File: config.mk
export PLATFORM = sky130hd
export DESIGN_NAME = broadcast_duplicate_suppression_cache
export DESIGN_NICKNAME = d
export VERILOG_FILES = /design/src/sv/bdsc_pkg.sv /design/src/sv/bdsc_datapath.sv /design/src/sv/bdsc_ctrl.sv /design/src/sv/broadcast_duplicate_suppression_cache.sv
export SDC_FILE = /design/constraint.sdc
export NUM_CORES = 1
export LEC_CHECK = 0
export BUFFER_PORTS_ARGS = -buffer_cell sky130_fd_sc_hd__clkbuf_2
export CAP_MARGIN = 10
export CORE_MARGIN = 2
export CORE_UTILIZATION = 60
export DETAILED_ROUTE_END_ITERATION = 8
export PLACE_DENSITY = 0.77
export SLEW_MARGIN = 20
export SYNTH_ARGS = -nofsm -noshare
export SYNTH_HDL_FRONTEND = slang
export SYNTH_SLANG_ARGS = --single-unit
File: constraint.sdc
create_clock -name aclk -period 4.2 [get_ports aclk]
set_input_delay 0.84 -clock aclk [delete_from_list [all_inputs] [get_ports aclk]]
set_output_delay 0.84 -clock aclk [all_outputs]
set_load 0.02 [all_outputs]
File: src/sv/bdsc_pkg.sv
// Package for the broadcast duplicate suppression cache.
// Holds sizes, controller state codes and the command/status structs.
package bdsc_pkg;

    localparam int CACHE_DEPTH = 4;
    localparam int MSG_BYTES   = 16;
    localparam int SLOT_W      = $clog2(CACHE_DEPTH);
    localparam int BYTE_W      = $clog2(MSG_BYTES);
    localparam int CNT_W       = $clog2(MSG_BYTES + 1);
    localparam int MEM_DEPTH   = CACHE_DEPTH * MSG_BYTES;
    localparam int ADDR_W      = $clog2(MEM_DEPTH);
    localparam int MASK_W      = 4;

    // Controller state codes
    localparam logic [2:0] ST_IDLE  = 3'd0;
    localparam logic [2:0] ST_CMP   = 3'd1;
    localparam logic [2:0] ST_CMPW  = 3'd2;
    localparam logic [2:0] ST_WRITE = 3'd3;
    localparam logic [2:0] ST_SCAN  = 3'd4;
    localparam logic [2:0] ST_SEND  = 3'd5;
    localparam logic [2:0] ST_SENDW = 3'd6;
    localparam logic [2:0] ST_OUT   = 3'd7;

    typedef struct packed {
        logic              take_byte;  // store incoming byte
        logic              clr_msg;    // reset incoming count/overflow
        logic              rd_en;      // issue memory read
        logic [SLOT_W-1:0] slot;       // entry addressed
        logic [BYTE_W-1:0] pos;        // byte position addressed
        logic              cmp_clr;    // start compare of an entry
        logic              copy;       // copy incoming byte into slot
        logic              commit;     // write size/channel/pending
        logic              clr_pend;   // clear pending of slot
        logic              load_verd;  // load verdict into output reg
        logic              load_byte;  // load sent byte into output reg
        logic              verd_dup;
        logic              verd_tl;
        logic              out_last;
    } bdsc_cmd_t;

    typedef struct packed {
        logic              overflow;
        logic [CNT_W-1:0]  count;
        logic              size_eq;    // entry size equals incoming count
        logic              bytes_eq;   // all compared bytes matched so far
        logic [CACHE_DEPTH-1:0] pending;
        logic [CNT_W-1:0]  slot_size;
        logic [SLOT_W-1:0] next_slot;
        logic              out_busy;
    } bdsc_stat_t;

endpackage

File: src/sv/bdsc_datapath.sv
// Datapath: incoming buffer, entry store, entry tables and output register.
// Depends on bdsc_pkg.
module bdsc_datapath import bdsc_pkg::*; (
    input  logic                  aclk,
    input  logic                  aresetn,
    input  bdsc_cmd_t             cmd,
    output bdsc_stat_t            stat,
    input  logic [7:0]            s_data_byte,
    input  logic [7:0]            s_msg_channel,
    output logic                  m_valid,
    input  logic                  m_ready,
    output logic                  m_kind,
    output logic                  m_duplicate,
    output logic                  m_too_long,
    output logic [1:0]            m_entry_index,
    output logic [7:0]            m_out_byte,
    output logic [7:0]            m_out_channel,
    output logic [4:0]            m_out_size,
    output logic                  m_last
);

    logic [7:0]        inc_mem [MSG_BYTES];
    logic [7:0]        ent_mem [MEM_DEPTH];
    logic [CNT_W-1:0]  size_reg [CACHE_DEPTH];
    logic [7:0]        chan_reg [CACHE_DEPTH];
    logic [7:0]        chan_in_reg;
    logic [CACHE_DEPTH-1:0] pend_reg;
    logic [SLOT_W-1:0] next_slot_reg;
    logic [CNT_W-1:0]  count_reg;
    logic              ovf_reg;
    logic [7:0]        inc_rd_reg, ent_rd_reg;
    logic              eq_reg;
    logic [ADDR_W-1:0] addr;
    logic              out_valid_reg;

    assign addr = ADDR_W'({cmd.slot, cmd.pos});

    // Incoming message buffer
    always_ff @(posedge aclk) begin
        if (cmd.take_byte && count_reg < CNT_W'(MSG_BYTES)) begin
            inc_mem[count_reg[BYTE_W-1:0]] <= s_data_byte;
        end
        if (cmd.take_byte) begin
            chan_in_reg <= s_msg_channel;
        end
        if (cmd.rd_en) begin
            inc_rd_reg <= inc_mem[cmd.pos];
        end
    end

    always_ff @(posedge aclk) begin
        if (!aresetn) begin
            count_reg <= '0;
            ovf_reg   <= 1'b0;
        end else if (cmd.clr_msg) begin
            count_reg <= '0;
            ovf_reg   <= 1'b0;
        end else if (cmd.take_byte) begin
            if (count_reg < CNT_W'(MSG_BYTES)) begin
                count_reg <= count_reg + 1'b1;
            end else begin
                ovf_reg <= 1'b1;
            end
        end
    end

    // Entry byte store: one write or one read per cycle
    always_ff @(posedge aclk) begin
        if (cmd.copy) begin
            ent_mem[addr] <= inc_rd_reg;
        end else if (cmd.rd_en) begin
            ent_rd_reg <= ent_mem[addr];
        end
    end

    // Running byte compare
    always_ff @(posedge aclk) begin
        if (cmd.cmp_clr) begin
            eq_reg <= 1'b1;
        end else if (inc_rd_reg != ent_rd_reg) begin
            eq_reg <= 1'b0;
        end
    end

    // Entry tables
    always_ff @(posedge aclk) begin
        if (!aresetn) begin
            pend_reg      <= '0;
            next_slot_reg <= '0;
            for (int i = 0; i < CACHE_DEPTH; i++) begin
                size_reg[i] <= '0;
                chan_reg[i] <= '0;
            end
        end else begin
            if (cmd.commit) begin
                size_reg[cmd.slot] <= count_reg;
                chan_reg[cmd.slot] <= chan_in_reg;
                pend_reg[cmd.slot] <= 1'b1;
                next_slot_reg <= (next_slot_reg == SLOT_W'(CACHE_DEPTH - 1)) ?
                                 '0 : next_slot_reg + 1'b1;
            end
            if (cmd.clr_pend) begin
                pend_reg[cmd.slot] <= 1'b0;
            end
        end
    end

    // Output register
    always_ff @(posedge aclk) begin
        if (!aresetn) begin
            out_valid_reg <= 1'b0;
        end else if (cmd.load_verd || cmd.load_byte) begin
            out_valid_reg <= 1'b1;
        end else if (m_ready) begin
            out_valid_reg <= 1'b0;
        end
    end

    always_ff @(posedge aclk) begin
        if (cmd.load_verd) begin
            m_kind        <= 1'b0;
            m_duplicate   <= cmd.verd_dup;
            m_too_long    <= cmd.verd_tl;
            m_entry_index <= 2'(cmd.slot);
            m_out_byte    <= '0;
            m_out_channel <= '0;
            m_out_size    <= '0;
            m_last        <= cmd.out_last;
        end else if (cmd.load_byte) begin
            m_kind        <= 1'b1;
            m_duplicate   <= 1'b0;
            m_too_long    <= 1'b0;
            m_entry_index <= 2'(cmd.slot);
            m_out_byte    <= ent_rd_reg;
            m_out_channel <= chan_reg[cmd.slot];
            m_out_size    <= 5'(size_reg[cmd.slot]);
            m_last        <= cmd.out_last;
        end
    end

    assign m_valid = out_valid_reg;

    assign stat.overflow  = ovf_reg;
    assign stat.count     = count_reg;
    assign stat.size_eq   = size_reg[cmd.slot] == count_reg;
    assign stat.bytes_eq  = eq_reg;
    assign stat.pending   = pend_reg;
    assign stat.slot_size = size_reg[cmd.slot];
    assign stat.next_slot = next_slot_reg;
    assign stat.out_busy  = out_valid_reg && !m_ready;

endmodule

File: src/sv/bdsc_ctrl.sv
// Controller: sequences the compare walk, the slot write and the send pass.
// Depends on bdsc_pkg.
module bdsc_ctrl import bdsc_pkg::*; (
    input  logic             aclk,
    input  logic             aresetn,
    input  logic             s_valid,
    output logic             s_ready,
    input  logic             s_func,
    input  logic             s_last_byte,
    input  logic [3:0]       s_send_ok_mask,
    input  bdsc_stat_t       stat,
    output bdsc_cmd_t        cmd
);

    logic [2:0]        state_reg, state_next;
    logic [SLOT_W-1:0] slot_reg, slot_next;
    logic [CNT_W-1:0]  pos_reg, pos_next;
    logic [MASK_W-1:0] mask_reg, mask_next;
    logic              last_pend_reg, last_pend_next;
    logic              acc;
    logic              send_ok;
    logic              more;
    logic [BYTE_W-1:0] pos_b;

    assign acc   = s_valid && s_ready;
    assign pos_b = pos_reg[BYTE_W-1:0];

    // Does any later pending, enabled slot remain after slot_reg
    always_comb begin
        more = 1'b0;
        for (int i = 0; i < CACHE_DEPTH; i++) begin
            if (i > int'(slot_reg) && i < MASK_W && stat.pending[i] && mask_reg[i % MASK_W])
            begin
                more = 1'b1;
            end
        end
    end

    assign send_ok = (int'(slot_reg) < MASK_W) && stat.pending[slot_reg]
                     && mask_reg[slot_reg % MASK_W];

    always_comb begin
        state_next     = state_reg;
        slot_next      = slot_reg;
        pos_next       = pos_reg;
        mask_next      = mask_reg;
        last_pend_next = last_pend_reg;
        cmd            = '0;
        cmd.slot       = slot_reg;
        cmd.pos        = pos_b;
        s_ready        = 1'b0;
        case (state_reg)
            ST_IDLE: begin
                s_ready = !stat.out_busy;
                if (acc) begin
                    if (s_func) begin
                        mask_next  = s_send_ok_mask;
                        slot_next  = '0;
                        state_next = ST_SCAN;
                    end else begin
                        cmd.take_byte = 1'b1;
                        if (s_last_byte) begin
                            slot_next  = '0;
                            pos_next   = '0;
                            state_next = ST_CMP;
                        end
                    end
                end
            end
            // Compare entry slot_reg one byte at a time: read in ST_CMP, wait in ST_CMPW, check in ST_OUT
            ST_CMP: begin
                if (stat.overflow) begin
                    cmd.slot      = '0;
                    cmd.load_verd = 1'b1;
                    cmd.verd_tl   = 1'b1;
                    cmd.out_last  = 1'b1;
                    cmd.clr_msg   = 1'b1;
                    state_next    = ST_IDLE;
                end else if (pos_reg == '0) begin
                    cmd.cmp_clr = 1'b1;
                    if (stat.size_eq) begin
                        cmd.rd_en  = 1'b1;
                        state_next = ST_CMPW;
                    end else if (slot_reg == SLOT_W'(CACHE_DEPTH - 1)) begin
                        slot_next  = stat.next_slot;
                        state_next = ST_WRITE;
                    end else begin
                        slot_next = slot_reg + 1'b1;
                    end
                end else begin
                    cmd.rd_en  = 1'b1;
                    state_next = ST_CMPW;
                end
            end
            ST_CMPW: begin
                // read data valid now; compare registers next edge
                pos_next   = pos_reg + 1'b1;
                state_next = ST_OUT;
            end
            ST_OUT: begin
                // compare result of position pos_reg-1 folded into bytes_eq
                if (!stat.bytes_eq) begin
                    pos_next = '0;
                    if (slot_reg == SLOT_W'(CACHE_DEPTH - 1)) begin
                        slot_next  = stat.next_slot;
                        state_next = ST_WRITE;
                    end else begin
                        slot_next  = slot_reg + 1'b1;
                        state_next = ST_CMP;
                    end
                end else if (pos_reg == stat.count) begin
                    cmd.load_verd = 1'b1;
                    cmd.verd_dup  = 1'b1;
                    cmd.out_last  = 1'b1;
                    cmd.clr_msg   = 1'b1;
                    pos_next      = '0;
                    state_next    = ST_IDLE;
                end else begin
                    state_next = ST_CMP;
                end
            end
            // Copy incoming bytes into slot: read then write
            ST_WRITE: begin
                if (pos_reg[CNT_W-1] == 1'b0 && !last_pend_reg) begin
                    cmd.rd_en      = 1'b1;
                    last_pend_next = 1'b1;
                end else if (last_pend_reg) begin
                    cmd.copy       = 1'b1;
                    last_pend_next = 1'b0;
                    pos_next       = pos_reg + 1'b1;
                    if (pos_reg + 1'b1 == stat.count) begin
                        pos_next       = CNT_W'(1) << (CNT_W - 1);
                    end
                end else begin
                    cmd.commit    = 1'b1;
                    cmd.load_verd = 1'b1;
                    cmd.out_last  = 1'b1;
                    cmd.clr_msg   = 1'b1;
                    pos_next      = '0;
                    state_next    = ST_IDLE;
                end
            end
            // Find next sendable slot
            ST_SCAN: begin
                if (send_ok) begin
                    pos_next   = '0;
                    state_next = ST_SEND;
                end else if (slot_reg == SLOT_W'(CACHE_DEPTH - 1)) begin
                    state_next = ST_IDLE;
                end else begin
                    slot_next = slot_reg + 1'b1;
                end
            end
            ST_SEND: begin
                if (!stat.out_busy) begin
                    cmd.rd_en  = 1'b1;
                    state_next = ST_SENDW;
                end
            end
            ST_SENDW: begin
                cmd.load_byte = 1'b1;
                pos_next      = pos_reg + 1'b1;
                if (pos_reg + 1'b1 == stat.slot_size) begin
                    cmd.clr_pend = 1'b1;
                    cmd.out_last = !more;
                    pos_next     = '0;
                    if (more) begin
                        slot_next  = slot_reg + 1'b1;
                        state_next = ST_SCAN;
                    end else begin
                        state_next = ST_IDLE;
                    end
                end else begin
                    state_next = ST_SEND;
                end
            end
            default: state_next = ST_IDLE;
        endcase
    end

    always_ff @(posedge aclk) begin
        if (!aresetn) begin
            state_reg     <= ST_IDLE;
            slot_reg      <= '0;
            pos_reg       <= '0;
            mask_reg      <= '0;
            last_pend_reg <= 1'b0;
        end else begin
            state_reg     <= state_next;
            slot_reg      <= slot_next;
            pos_reg       <= pos_next;
            mask_reg      <= mask_next;
            last_pend_reg <= last_pend_next;
        end
    end

endmodule

File: src/sv/broadcast_duplicate_suppression_cache.sv
// Top level of the broadcast duplicate suppression cache.
// Depends on bdsc_pkg, bdsc_ctrl and bdsc_datapath.
//
//  channel | handshake          | payload
//  s_      | s_valid / s_ready  | func, data_byte, last_byte, msg_channel, send_ok_mask
//  m_      | m_valid / m_ready  | kind, duplicate, too_long, entry_index, out_byte,
//          |                    | out_channel, out_size, last
//
// A final byte walks the 4 entries through the single-port entry store, one compared
// byte at a time, then copies the message into a new entry if none matched. A send
// pass outputs every byte of each pending slot that send_ok_mask enables.
// Reset is synchronous, active low, and clears all control and entry tables.
// A stalled result register holds the send pass; s_ready is low while a walk or send runs.
module broadcast_duplicate_suppression_cache import bdsc_pkg::*; (
    input  logic       aclk,
    input  logic       aresetn,
    input  logic       s_valid,
    output logic       s_ready,
    input  logic       s_func,
    input  logic [7:0] s_data_byte,
    input  logic       s_last_byte,
    input  logic [7:0] s_msg_channel,
    input  logic [3:0] s_send_ok_mask,
    output logic       m_valid,
    input  logic       m_ready,
    output logic       m_kind,
    output logic       m_duplicate,
    output logic       m_too_long,
    output logic [1:0] m_entry_index,
    output logic [7:0] m_out_byte,
    output logic [7:0] m_out_channel,
    output logic [4:0] m_out_size,
    output logic       m_last
);

    bdsc_cmd_t  cmd;
    bdsc_stat_t stat;

    bdsc_ctrl u_ctrl (
        .aclk, .aresetn, .s_valid, .s_ready, .s_func, .s_last_byte,
        .s_send_ok_mask, .stat, .cmd
    );

    bdsc_datapath u_dp (
        .aclk, .aresetn, .cmd, .stat, .s_data_byte, .s_msg_channel,
        .m_valid, .m_ready, .m_kind, .m_duplicate, .m_too_long, .m_entry_index,
        .m_out_byte, .m_out_channel, .m_out_size, .m_last
    );

    // Never load a new result over one still waiting
    assert property (@(posedge aclk) disable iff (!aresetn)
        (cmd.load_verd || cmd.load_byte) |-> !stat.out_busy)
        else $error("result overwritten");

    // A verdict is never both duplicate and too long
    assert property (@(posedge aclk) disable iff (!aresetn)
        (m_valid && !m_kind) |-> !(m_duplicate && m_too_long))
        else $error("bad verdict");

    // Commit and pending clear never collide
    assert property (@(posedge aclk) disable iff (!aresetn)
        !(cmd.commit && cmd.clr_pend))
        else $error("commit during send");

endmodule
### After elaboration in Yosys (flattened, before gate mapping)

Memory sizes are Yosys's and may differ from the RTL's. A register that Yosys moved wholly into a read port is not among the register bits.
Cells that the tools add are included.

| word-level totals | value |
|---|---|
| bits of input ports | 26 |
| bits in registers | 56 |
| output and inout bits | 29 |
| word-level logic and storage cells | 218 |
| memories kept | 4 |
| RAM bits | 692 |

| operators by class | value |
|---|---|
| add/subtract/negate cells | 4 |
| $lt $le $gt $ge | 8 |
| muxes and demuxes | 110 |
| bitwise gates (word level) | 7 |
| reductions and logical operators | 33 |
| eq/ne operators | 33 |

Memories:

| memory | words | width | rd ports | clocked after memory_dff | write ports | RTL line | text |
|---|---|---|---|---|---|---|---|
| u_dp.ent_mem | 64 | 8 | 1 | 1 | 1 | bdsc_datapath.sv:23 | `logic [7:0] ent_mem [MEM_DEPTH];` |
| u_dp.inc_mem | 16 | 8 | 1 | 1 | 1 | bdsc_datapath.sv:22 | `logic [7:0] inc_mem [MSG_BYTES];` |
| u_dp.chan_reg | 4 | 8 | 1 | 1 | 4 | bdsc_datapath.sv:25 | `logic [7:0] chan_reg [CACHE_DEPTH];` |
| u_dp.size_reg | 4 | 5 | 1 | 0 | 4 | bdsc_datapath.sv:24 | `logic [CNT_W-1:0] size_reg [CACHE_DEPTH];` |

Operators with widths:

| kind | count |
|---|---|
| $mux W5 | 11 |
| $mux W1 | 48 |
| $mux W2 | 24 |
| $mux W3 | 14 |
| $pmux W5 S6 | 1 |
| $pmux W3 S8 | 1 |
| $eq A5 B5 Y1 | 4 |
| $ne A2 B2 Y1 const B | 10 |
| $reduce_and A7 Y1 | 2 |
| $eq A3 B3 Y1 const B | 4 |
| $logic_and A1 B1 Y1 | 12 |
| $mux W4 | 3 |
| $reduce_and A11 Y1 | 1 |
| $add A5 B1 Y5 const B | 2 |
| $ne A2 B1 Y1 const B | 5 |
| $pmux W2 S5 | 1 |
| $lt A2 B3 Y1 const B | 3 |
| $mux W8 | 1 |
| $ne A8 B8 Y1 | 1 |
| $reduce_or A8 Y1 | 1 |
| $eq A3 B2 Y1 const B | 2 |
| $ne A3 B3 Y1 const B | 2 |
| $pmux W1 S3 | 2 |
| $reduce_and A2 Y1 | 3 |
| 26 further kinds | 37 |

### Depth between registers and ports, before layout

Gate-level depths: netlist (run 1).

| logic depth | value |
|---|---|
| word-level depth | 11 |
| gate-level depth with buffers | 13 |
| depth with buffers taken out | 9 |

### Cells and area by module

From an unflattened synthesis (run 1), not the netlist that was laid out.

| unflattened totals | value |
|---|---|
| cell total of the unflattened synthesis | 1883 |
| area, all modules | 31191.2 µm² |

By module, submodules not included:

| module | sequential area each (µm²) | area each (µm²) | times used | cells an instance |
|---|---|---|---|---|
| bdsc_datapath | 22371.5 | 29634.7 | 1 | 1676 |
| bdsc_ctrl | 300.3 | 1556.5 | 1 | 207 |

### Least setup slack after synthesis (run 1)

No wires, ideal clock.

| timing | value |
|---|---|
| path kind | input-to-reg |
| start point | input port m_ready |
| end point | memory u_dp.inc_mem[3][0] (enable) |
| stages on the path | 6 |
| library setup time | 383 ps |
| setup slack | 1059 ps |
| arrival | 2757 ps |
| buffers on the path | 0 |
| cells stage by stage | nor2b_1 nor3_1 nand2_1 nor3_2 nand2_1 nor3_1 |

| between the ends | value |
|---|---|
| longest elaborated chain between the ends | 10 |

RTL lines:

| element | RTL line | text |
|---|---|---|
| from (decl) | broadcast_duplicate_suppression_cache.sv:25 | `input logic m_ready,` |
| $logic_not A1 Y1 | bdsc_datapath.sv:150 | `assign stat.out_busy = out_valid_reg && !m_ready;` |
| $logic_and A1 B1 Y1 | bdsc_datapath.sv:150 |  |
| $logic_not A1 Y1 | bdsc_ctrl.sv:54 | `s_ready = !stat.out_busy;` |
| $mux W1 | bdsc_ctrl.sv:52 | `case (state_reg)` |
| via s_ready | broadcast_duplicate_suppression_cache.sv:18 | `output logic s_ready,` |
| $logic_and A1 B1 Y1 | bdsc_ctrl.sv:25 | `assign acc = s_valid && s_ready;` |
| $mux W1 | bdsc_ctrl.sv:55 | `if (acc) begin` |
| $mux W1 | bdsc_ctrl.sv:52 |  |
| $logic_and A1 B1 Y1 | bdsc_datapath.sv:40 | `if (cmd.take_byte && count_reg < CNT_W'(MSG_BYTES)) begin` |
| $mux W1 | bdsc_datapath.sv:40 |  |
| $mux W1 (not written as such) | bdsc_datapath.sv:41 | `inc_mem[count_reg[BYTE_W-1:0]] <= s_data_byte;` |
| to (decl) | bdsc_datapath.sv:22 |  |

The timed path passes the listed nets, and every way through them passes these cells.

### Final worst setup path (run 1)

| timing | value |
|---|---|
| start point | register u_ctrl.slot_reg[1] |
| end point | register u_dp.ent_rd_reg[4] (read register of u_dp.ent_mem) (enable) |

| between the ends | value |
|---|---|
| longest elaborated chain between the ends | 9 |

RTL lines:

| element | RTL line | text |
|---|---|---|
| from (decl) | bdsc_ctrl.sv:16 | `logic [SLOT_W-1:0] slot_reg, slot_next;` |
| from (signal assigned) | bdsc_ctrl.sv:190 | `slot_reg <= slot_next;` |
| $mux W2 | bdsc_ctrl.sv:72 | `if (stat.overflow) begin` |
| $mux W2 * | bdsc_ctrl.sv:52 |  |
| $mem_v2 Z4 W5 | -- |  |
| $eq A5 B5 Y1 | bdsc_datapath.sv:145 | `assign stat.size_eq = size_reg[cmd.slot] == count_reg;` |
| $mux W1 | bdsc_ctrl.sv:81 | `if (stat.size_eq) begin` |
| $mux W1 | bdsc_ctrl.sv:79 | `end else if (pos_reg == '0) begin` |
| $mux W1 | bdsc_ctrl.sv:72 |  |
| $pmux W1 S3 | bdsc_ctrl.sv:52 |  |
| $reduce_and A2 Y1 (no source line) | -- |  |
| to (decl) | bdsc_datapath.sv:31 | `logic [7:0] inc_rd_reg, ent_rd_reg;` |

Mark *: on every way between the ends. The rest lies on a longest branch, timed or not.
A chain may end at the register's enable or synchronous reset.

==> key figures, run 1 <==
Clocking
  – Post-CTS setup buffer count: 0
  – H-tree depth: 3
  – CTS tree: built
  – Root Driver: clkbuf_16
  – CTS sink count: 772
  – Post-cts sizing count: 0
  – CTS Buf Count: 76
  – Clk pin slew, worst setup/hold paths: 0.07 ns
  – CTS Buffer Depth: 3
  – Hold_buf cts: 0
  – Clk_lat worst skew: 0.63 ns

Placement
  – IO buf count: 54
  – Global placement routability congestion: 0.941
  – Worst slack, placed: 0.674 ns
  – Detailed placement HPWL: 46.7 mm

GRT
  – GRT overflow: 0
  – First-pass GRT wire length: 115 mm
  – Largest net degree at the start of global routing: 70
  – Via count of the first global-routing pass: 18200
  – Total Routing Usage GR: 30.8%
  – Initial antenna violation count: 0

Power and ir drop
  – Final Total Pwr: 18.7 mW
  – Peak supply drop: 0.387 mV
  – P_leak: 10.8 nW
  – Pwr dens: 555 mW/mm^2

STA
  – Period utilisation layout: 81.1%
  – Max Fclk: 0.294 GHz
  – Worst rel slew slack: 24.7%
  – RSZ-0062 raised after global routing: no
  – Worst-margin pin slew: 1.13 ns
  – Slew Viols, Final: 0
  – Final Hold Slack: 0.394 ns
  – Final worst slack: 0.794 ns
  – Post-route setup TNS: 0 ns
  – Final-report setup violation count: 0
  – Minimum clock period: 3.41 ns
  – Hold violation count in the final report: 0
  – Worst Skew: 0.0269 ns

Floorplanning
  – Initial Utilization: 61.0%
  – Die Width: 227 um
  – Placeable Area: 0.0491 sq mm
  – IO Pins: 55
  – Row count: 81
  – Die Y-Extent: 227 um
  – Die Area: 0.0517 sq mm

Worst setup path
  – Reg2reg path depth: 8
  – Startpoint type of the worst setup path: flip-flop
  – Crit. Startpoint: u_ctrl.slot_reg[1]
  – Critical R2R Launch: u_ctrl.slot_reg[1]
  – Setup CP Type: reg2reg
  – Worst Path Required: 4.52 ns
  – Crit path arrival time: 3.72 ns
  – CP Capture Type: flip-flop
  – CP Max Fanout: 20

Final layout
  – Layout Nets: 2089
  – # diodes: 0
  – Max reg flops: 512
  – Layout cell share with drive strength beyond 1: 13.6%
  – Area grow syn2layout: 12.6%
  – Final core utilization: 68.7%

Synthesis
  – Netlist cell types: 71
  – Mapped Cells: 1964
  – Seq/Total Area, Yosys: 75.8%
  – EDFF count, synth: 721
  – Top_reg_cell synth: edfxtp_1
  – Seq cells post-synth: 772
  – Syn. warnings: 0
  – Mapped Area: 0.0299 sq mm
  – Syn Nets: 2000
  – Post-synth ARST share: 0%
  – Mean Syn Cell Area: 15.2 sq um

Run
  – Max_cap viols: 0

Status
  – Outcome: completed

Detailed routing
  – Routed wire length: 78.2 mm
  – Post-DR wirelength/cell: 28.2 um
  – TritonRoute pass-1 iters: 7
  – Initial DRC count: 2793
  – # DRC: 0
  – Via-to-Cell Ratio: 6.83
  – Vias post-DR: 19000
  – Antenna Nets Post-Route: 0

Min path
  – HP Start: s_msg_channel[5]
  – Hold WC Path Type: in2reg
  – Cell depth of the worst hold path: 1
-- through the flow --
step	cells	instance area (sq um)
2_1_floorplan	1964	29900
3_3_place_gp	2639	31300
3_5_place_dp	2639	31300
4_1_cts	2774	33700
5_1_grt	2774	33700
6_report	2774	33700
-- power breakdown --
group	switching, mW	internal, mW
combinational	2.00	0.879
sequential	0.254	8.94
clock	2.81	3.80
total	5.07	13.6
-- cells in the final DEF, fill, tap and decap left out, drive strengths merged, types with 5 or more instances in the layout --
cell type / n
edfxtp: 721
nor2: 179
a22oi: 159
clkbuf: 154
nand2: 128
buf: 87
a21oi: 71
a221oi: 70
a22o: 56
a31oi: 53
dfxtp: 51
o21ai: 40
inv: 31
nor3: 31
nand3: 28
mux2i: 27
clkinv: 27
nand4: 26
xnor2: 19
a211oi: 15
o211ai: 14
nor4: 12
ha: 10
xor2: 9
and2: 8
nor2b: 7
nand2b: 6
mux4: 5
bufinv: 5
o221ai: 5
-- cells in the mapped netlist, types with 5 or more instances --
cell / n / area (sq um)
edfxtp_1: 721 / 21700
nor3_1: 25 / 125
xor2_1: 9 / 78.8
mux2i_1: 27 / 270
nand3_1: 28 / 140
buf_1: 27 / 101
clkbuf_1: 83 / 312
a31oi_1: 53 / 332
nor2_1: 179 / 672
a21oi_1: 70 / 350
nand2_1: 128 / 480
inv_1: 25 / 93.8
nor3_2: 5 / 50.1
a221oi_1: 70 / 613
and2_1: 8 / 50.1
a211oi_1: 15 / 113
mux4_2: 5 / 113
buf_2: 14 / 70.1
nand4_1: 26 / 163
nand2b_1: 6 / 37.5
o21ai_0: 37 / 185
nor4_1: 11 / 68.8
a22oi_1: 159 / 1190
o211ai_1: 14 / 105
a22o_1: 56 / 490
nor2b_1: 7 / 43.8
ha_1: 10 / 125
dfxtp_1: 51 / 1020
xnor2_1: 19 / 166
-- routing by layer --
layer / track usage, % / wire length [um] / vias to the layer above
met3: 6.71 / 9300 / 224
met5: 0 / 0 / -
met4: 13.2 / 3320 / 0
met2: 47.6 / 36100 / 1431
li1: - / - / 7980
met1: 42.8 / 29400 / 9319
-- cells by family (layout without fill, tap and decap cells) --
kind of cell    after synthesis  after routing  synth area share, %
flops                       772            772                 75.8
simple gates                446            446                 6.84
xor+xnor                     28             28                0.819
mux                          35             35                 1.39
buf+inv                     160            306                 2.20
fa+ha+maj                    10             10                0.418
compound gates              513            513                 12.6
-- path summary, 6_finish.rpt --
kind	slack, ns	endpoint
max reg2reg	0.79	u_dp.ent_rd_reg[4]
min reg2reg	0.45	u_dp.m_out_byte[5]
max	0.79	u_dp.ent_rd_reg[4]
min	0.39	u_dp.chan_in_reg[5]
-- worst max-delay path: stages (launching register included) --
cell and delay (ns):
dfxtp_1 0.80, or2_2 0.27, nand2_1 0.34, a222oi_1 0.46, and4bb_1 0.29, nand4_1 0.18, a211o_1 0.35, a21oi_1 0.19
buf_4 0.22
-- cell type report --
| type | count | area [sq um] |
|---|---|---|
| flip-flops and latches | 772 | 22700 |
| clock buffers | 100 | 2080 |
| clock inverters | 35 | 328 |
| repair buffers | 141 | 1010 |
| fillers | 3205 | 15400 |
| well taps | 664 | 831 |
| multi-input cells | 1032 | 6650 |
| inverters | 30 | 120 |
No activity file was read; power rests on OpenSTA's default activity.
==> inputs of run 2 (changes only) <==
ABC_AREA = 1   (was not set)
clock period = 3.48 ns   (was 4.2 ns; I/O delays follow)
==> run 2 against run 1 <==
Via count is 1.8% higher; clock skew is 0.0061 ns lower; sequential power is 16% higher; critical path type unchanged; largest cell class unchanged; largest power group unchanged; routed wire length is 2.5% lower.
==> key figures, run 2 <==
Min path
  – Hold WC Path Type: in2reg
  – HP Start: s_msg_channel[5]

Detailed routing
  – Routed wire length: 76.3 mm
  – Vias post-DR: 19300
  – Antenna Nets Post-Route: 0
  – TritonRoute pass-1 iters: 6
  – Via-to-Cell Ratio: 6.34
  – Initial DRC count: 2317
  – Post-DR wirelength/cell: 25.1 um
  – # DRC: 0

STA
  – Minimum clock period: 3.21 ns
  – Slew Viols, Final: 0
  – Worst rel slew slack: 32.4%
  – Max Fclk: 0.311 GHz
  – Worst-margin pin slew: 1.01 ns
  – Period utilisation layout: 92.3%
  – Final-report setup violation count: 0
  – Hold violation count in the final report: 0
  – RSZ-0062 raised after global routing: no
  – Post-route setup TNS: 0 ns
  – Worst Skew: 0.0208 ns

Worst setup path
  – Largest delay share family, worst path: simple AND/OR/NAND/NOR gates
  – Worst Path Required: 3.84 ns
  – Crit. Startpoint: u_ctrl.pos_reg[1]
  – Crit path arrival time: 3.57 ns
  – CP most frequent cell: nand4_1
  – Startpoint type of the worst setup path: flip-flop
  – CP Max Fanout: 28
  – Crit path buf inv count: 3
  – CP Capture Type: flip-flop
  – Setup CP Type: reg2reg
  – Crit path cell chain: inv_1 -> nand3_1 -> inv_2 -> buf_4 -> a22o_1 -> a221oi_1 -> nand4_1 -> nand2_1 -> nand4_1 -> or2_1
  – Critical R2R Launch: u_ctrl.pos_reg[1]
  – Crit-path max cell delay: 0.54 ns
  – Slowest cell on crit path: dfxtp_1

Synthesis
  – Mapped Cells: 2154
  – Netlist cell types: 53
  – Syn. warnings: 0
  – Area leader, netlist: edfxtp_1
  – Seq cells post-synth: 772
  – Seq/Total Area, Yosys: 75.8%
  – Most common cell in the netlist: edfxtp_1
  – Syn Nets: 2190
  – Synth top cells by count: edfxtp_1 (721), nand2_1 (393), nor2_1 (184), inv_1 (111), a22oi_1 (109)
  – Post-synth top area share: 72.4%
  – Mapped Area: 0.0299 sq mm
  – Top_reg_cell synth: edfxtp_1
  – Mean Syn Cell Area: 13.9 sq um
  – Ranking of synthesized cells by area: edfxtp_1 (72%), nand2_1 (4.9%), dfxtp_1 (3.4%), a22oi_1 (2.7%), nor2_1 (2.3%)
  – EDFF count, synth: 721
  – Post-synth ARST share: 0%

Floorplanning
  – Row count: 81
  – Die Area: 0.0516 sq mm
  – Placeable Area: 0.0491 sq mm
  – Initial Utilization: 60.9%
  – IO Pins: 55
  – Die Width: 227 um
  – Die Y-Extent: 227 um

Power and ir drop
  – P_leak: 11.7 nW
  – Pwr dens: 629 mW/mm^2
  – Peak supply drop: 0.756 mV

Final layout
  – Multi-input gate area: 0.00638 sq mm
  – Finished Layout Cells: 3044
  – Final core utilization: 69.6%
  – Area grow syn2layout: 14.2%
  – # diodes: 0
  – Max reg flops: 512
  – Commonest non-fill, non-tap cell in the layout: edfxtp_1
  – Most frequent cells in the layout: edfxtp_1 (721), nand2_1 (393), nor2_1 (183)
  – FF/Latch Area: 0.0227 sq mm
  – Layout cell share with drive strength beyond 1: 14.4%
  – FILL cells: 3262
  – Layout Nets: 2357

Clocking
  – Root Driver: clkbuf_16
  – Clk pin slew, worst setup/hold paths: 0.06 ns
  – Hold_buf cts: 0
  – CTS Buffer Depth: 3
  – Post-CTS setup buffer count: 0
  – CTS sink count: 772
  – CTS tree: built
  – CTS Buf Count: 77
  – Clk_lat worst skew: 0.61 ns
  – H-tree depth: 3

Placement
  – IO buf count: 54
  – Global placement routability congestion: 0.973
  – Post-Place Cells: 2906
  – Detailed placement HPWL: 48.3 mm

Run
  – Max_cap viols: 0

GRT
  – Initial antenna violation count: 0
  – First-pass GRT wire length: 114 mm
  – Via count of the first global-routing pass: 18700
  – GRT overflow: 0
  – Total Routing Usage GR: 30.2%
  – Largest net degree at the start of global routing: 66

Status
  – Outcome: completed
## run 2: changes by cell type after synthesis, sizes merged, moves of 21 or more
cell / before / now
nand2: 128 / 416
inv: 28 / 127
nand4: 26 / 92
a22oi: 159 / 109
a31oi: 53 / 12
clkbuf: 83 / 52
nand3: 28 / 56
a21oi: 71 / 44
mux2i: 27 / 0
nor3: 31 / 4
nor2: 179 / 200
## run 2: timing repair
item,in CTS,in global routing
resized for setup,0,1
endpoints found under the setup margin,0,7
endpoints found under the hold margin,0,0
## run 2: power breakdown
group,switching (mW),internal [mW]
registers,0.189,10.5
clock network,3.36,4.93
logic,1.75,0.710
total,5.30,16.2
## run 2: final timing paths
check | to | slack, ns | cells after the start
worst max-delay path | u_dp.ent_rd_reg[6] | 0.27 | 10
worst min register to register | u_dp.m_out_byte[5] | 0.47 | 2
worst max register to register | u_dp.ent_rd_reg[6] | 0.27 | 10
worst min-delay path | u_dp.chan_in_reg[5] | 0.27 | 1
## run 2: layout make-up
class	count	area share [%]
timing repair buffer	173	3.63
clock buffer	99	6.17
multi-input combinational	1169	18.7
clock inverter	39	1.20
inverter	128	1.43
sequential	772	66.4
tap	664	2.43
## run 2: cell families after synthesis
group,Yosys count,synth area share [%]
DFF,772,75.8
and+or+nand+nor,791,11.7
xor gates and xnor gates,13,0.381
buffers and inverters,213,2.84
AOI/OAI and AO/OA,355,8.81
adders and majority gates,10,0.419
## run 2: per-stage QoR
stage / area [sq um] / power (mW) / setup slack [ns] / hold slack (ns)
final: 34100 / 21.5 / 0.266 / 0.265
after detailed placement: 31600 / 13.3 / 0.289 / 0.459
after global placement: 31600 / 13.3 / 0.367 / 0.449
after floorplan: 29900 / 12.4 / 0.544 / 0.424
after CTS: 34100 / 21.5 / 0.187 / 0.244
after global routing: 34100 / 22.1 / 0.0953 / 0.249
## run 2: layer usage
metal	global-route usage (%)	wire, um
met1	41.3	29100
met2	48.3	36300
met5	0	0
met4	11.3	2840
met3	6.43	8070
==> inputs of run 3 (changes only) <==
ABC_AREA = not set   (was 1)
==> run 3 against run 2 <==
Final cell count down 6.7%; register-to-register slack better by 0.05 ns; fmax grew 1.7%; worst hold slack got worse by 0.017 ns; critical endpoint unchanged; largest cell class unchanged; flip-flop and latch count unchanged.
==> key figures, run 3 (same netlist as run 1, synthesis figures left out) <==
GRT
  – Largest net degree at the start of global routing: 66
  – First-pass GRT wire length: 117 mm
  – Initial antenna violation count: 0
  – GRT overflow: 0
  – Total Routing Usage GR: 31.1%
  – Via count of the first global-routing pass: 18700

Worst setup path
  – Setup slack, reg-to-reg: 0.32 ns
  – Crit path arrival time: 3.49 ns
  – Crit path buf inv count: 1
  – Crit-path max cell delay: 0.81 ns
  – Setup CP Type: reg2reg
  – R2r endpoint: u_dp.ent_rd_reg[6]
  – Slowest cell on crit path: nor4_1
  – Critical R2R Launch: u_ctrl.state_reg[1]
  – Reg2reg path depth: 6
  – CP Capture Type: flip-flop
  – Worst Path Required: 3.81 ns
  – Crit path cell chain: nand4bb_1 -> inv_8 -> or3_1 -> a31oi_1 -> nor4_1 -> o211ai_1
  – CP Max Fanout: 26
  – Largest delay share family, worst path: simple AND/OR/NAND/NOR gates
  – Startpoint type of the worst setup path: flip-flop

Floorplanning
  – Placeable Area: 0.0491 sq mm
  – IO Pins: 55
  – Row count: 81
  – Die Y-Extent: 227 um
  – Die Width: 227 um
  – Initial Utilization: 61.0%
  – Die Area: 0.0517 sq mm

Detailed routing
  – Vias post-DR: 19100
  – # DRC: 0
  – Initial DRC count: 2993
  – Routed wire length: 79.2 mm
  – Post-DR wirelength/cell: 27.9 um
  – TritonRoute pass-1 iters: 6
  – Via-to-Cell Ratio: 6.74
  – Antenna Nets Post-Route: 0

Min path
  – Cell depth of the worst hold path: 1
  – HP Start: s_msg_channel[4]
  – Worst hold endpoint: u_dp.chan_in_reg[4]
  – Hold WC Path Type: in2reg

Clocking
  – CTS sink count: 772
  – CTS Buffer Depth: 3
  – Post-CTS setup buffer count: 0
  – CTS Buf Count: 76
  – H-tree depth: 3
  – Clk_lat worst skew: 0.62 ns
  – CTS tree: built
  – Post-cts sizing count: 0
  – Clk pin slew, worst setup/hold paths: 0.06 ns
  – Hold_buf cts: 0
  – Root Driver: clkbuf_16

Placement
  – Global placement routability congestion: 0.914
  – Detailed placement HPWL: 47.5 mm
  – Post-Place Cells: 2707
  – DP Area: 0.0318 sq mm
  – IO buf count: 54

Final layout
  – Commonest non-fill, non-tap cell in the layout: edfxtp_1
  – Layout cell share with drive strength beyond 1: 16.4%
  – Max reg flops: 512
  – Area grow syn2layout: 14.6%
  – # diodes: 0
  – Multi-input gate area: 0.00664 sq mm
  – Cell area after layout: 0.0343 sq mm
  – Most frequent cells in the layout: edfxtp_1 (721), nor2_1 (177), a22oi_1 (159)
  – Layout Nets: 2157
  – Finished Layout Cells: 2840
  – FILL cells: 3162
  – Final core utilization: 69.9%
  – FF/Latch Area: 0.0227 sq mm

STA
  – Worst rel slew slack: 40.4%
  – Worst-margin pin slew: 0.894 ns
  – Worst Skew: 0.0272 ns
  – Max Fclk: 0.317 GHz
  – Post-route setup TNS: 0 ns
  – Final-report setup violation count: 0
  – Hold violation count in the final report: 0
  – Period utilisation layout: 90.8%
  – RSZ-0062 raised after global routing: no
  – Minimum clock period: 3.16 ns
  – Slew Viols, Final: 0

Power and ir drop
  – Peak supply drop: 0.483 mV
  – Final Total Pwr: 22.9 mW
  – P_leak: 11.2 nW
  – Pwr dens: 668 mW/mm^2

Status
  – Outcome: completed

Run
  – Max_cap viols: 0
[run 3: cell types whose count changed in the layout (fill, tap and decap cells not counted), sizes merged, moves of 28 or more]
cell   change
inv       -98
nand3     -28
nand4     -66
a22oi     +50
nand2    -288
buf       +36
a31oi     +41
[run 3: layout make-up]
| type | count | area share (%) |
|---|---|---|
| Sequential cell | 772 | 66.1 |
| Multi-Input combinational cell | 1032 | 19.4 |
| Clock buffer | 98 | 5.91 |
| Timing Repair Buffer | 209 | 4.47 |
| Tap cell | 664 | 2.42 |
| Clock inverter | 35 | 1.34 |
| Inverter | 30 | 0.350 |
[run 3: where the power goes]
group / switching [mW] / leakage (nW) / internal [mW]
clock: 3.40 / 1.21 / 4.87
sequential: 0.218 / 6.97 / 10.8
combinational: 2.51 / 3.04 / 1.11
total: 6.13 / 11.2 / 16.8
[run 3: worst max-delay path by stage]
stage | startpoint | end | cells past startpoint
floorplan | u_ctrl.state_reg[2] | u_dp.inc_mem[3][0] | 7
global placement | u_ctrl.slot_reg[0] | u_dp.ent_rd_reg[7] | 8
detailed placement | u_ctrl.slot_reg[0] | u_dp.ent_rd_reg[7] | 8
CTS | u_ctrl.slot_reg[0] | u_dp.ent_rd_reg[3] | 8
global route | u_ctrl.pos_reg[2] | u_dp.ent_rd_reg[6] | 8
finish | u_ctrl.state_reg[1] | u_dp.ent_rd_reg[6] | 6
[run 3: layer usage]
metal / vias up / track usage, % / part of all wire [%]
li1: 8108 / - / -
met1: 9437 / 41.4 / 37
met2: 1374 / 50.1 / 48
met3: 217 / 6.83 / 11
met4: 0 / 13.1 / 3.8
met5: - / 0 / 0
[run 3: per-stage QoR]
stage / setup slack, ns / hold slack, ns
after global routing: 0.182 / 0.243
after CTS: 0.399 / 0.227
after detailed placement: 0.401 / 0.450
after global placement: 0.437 / 0.443
after floorplan: 0.431 / 0.432
final: 0.320 / 0.249
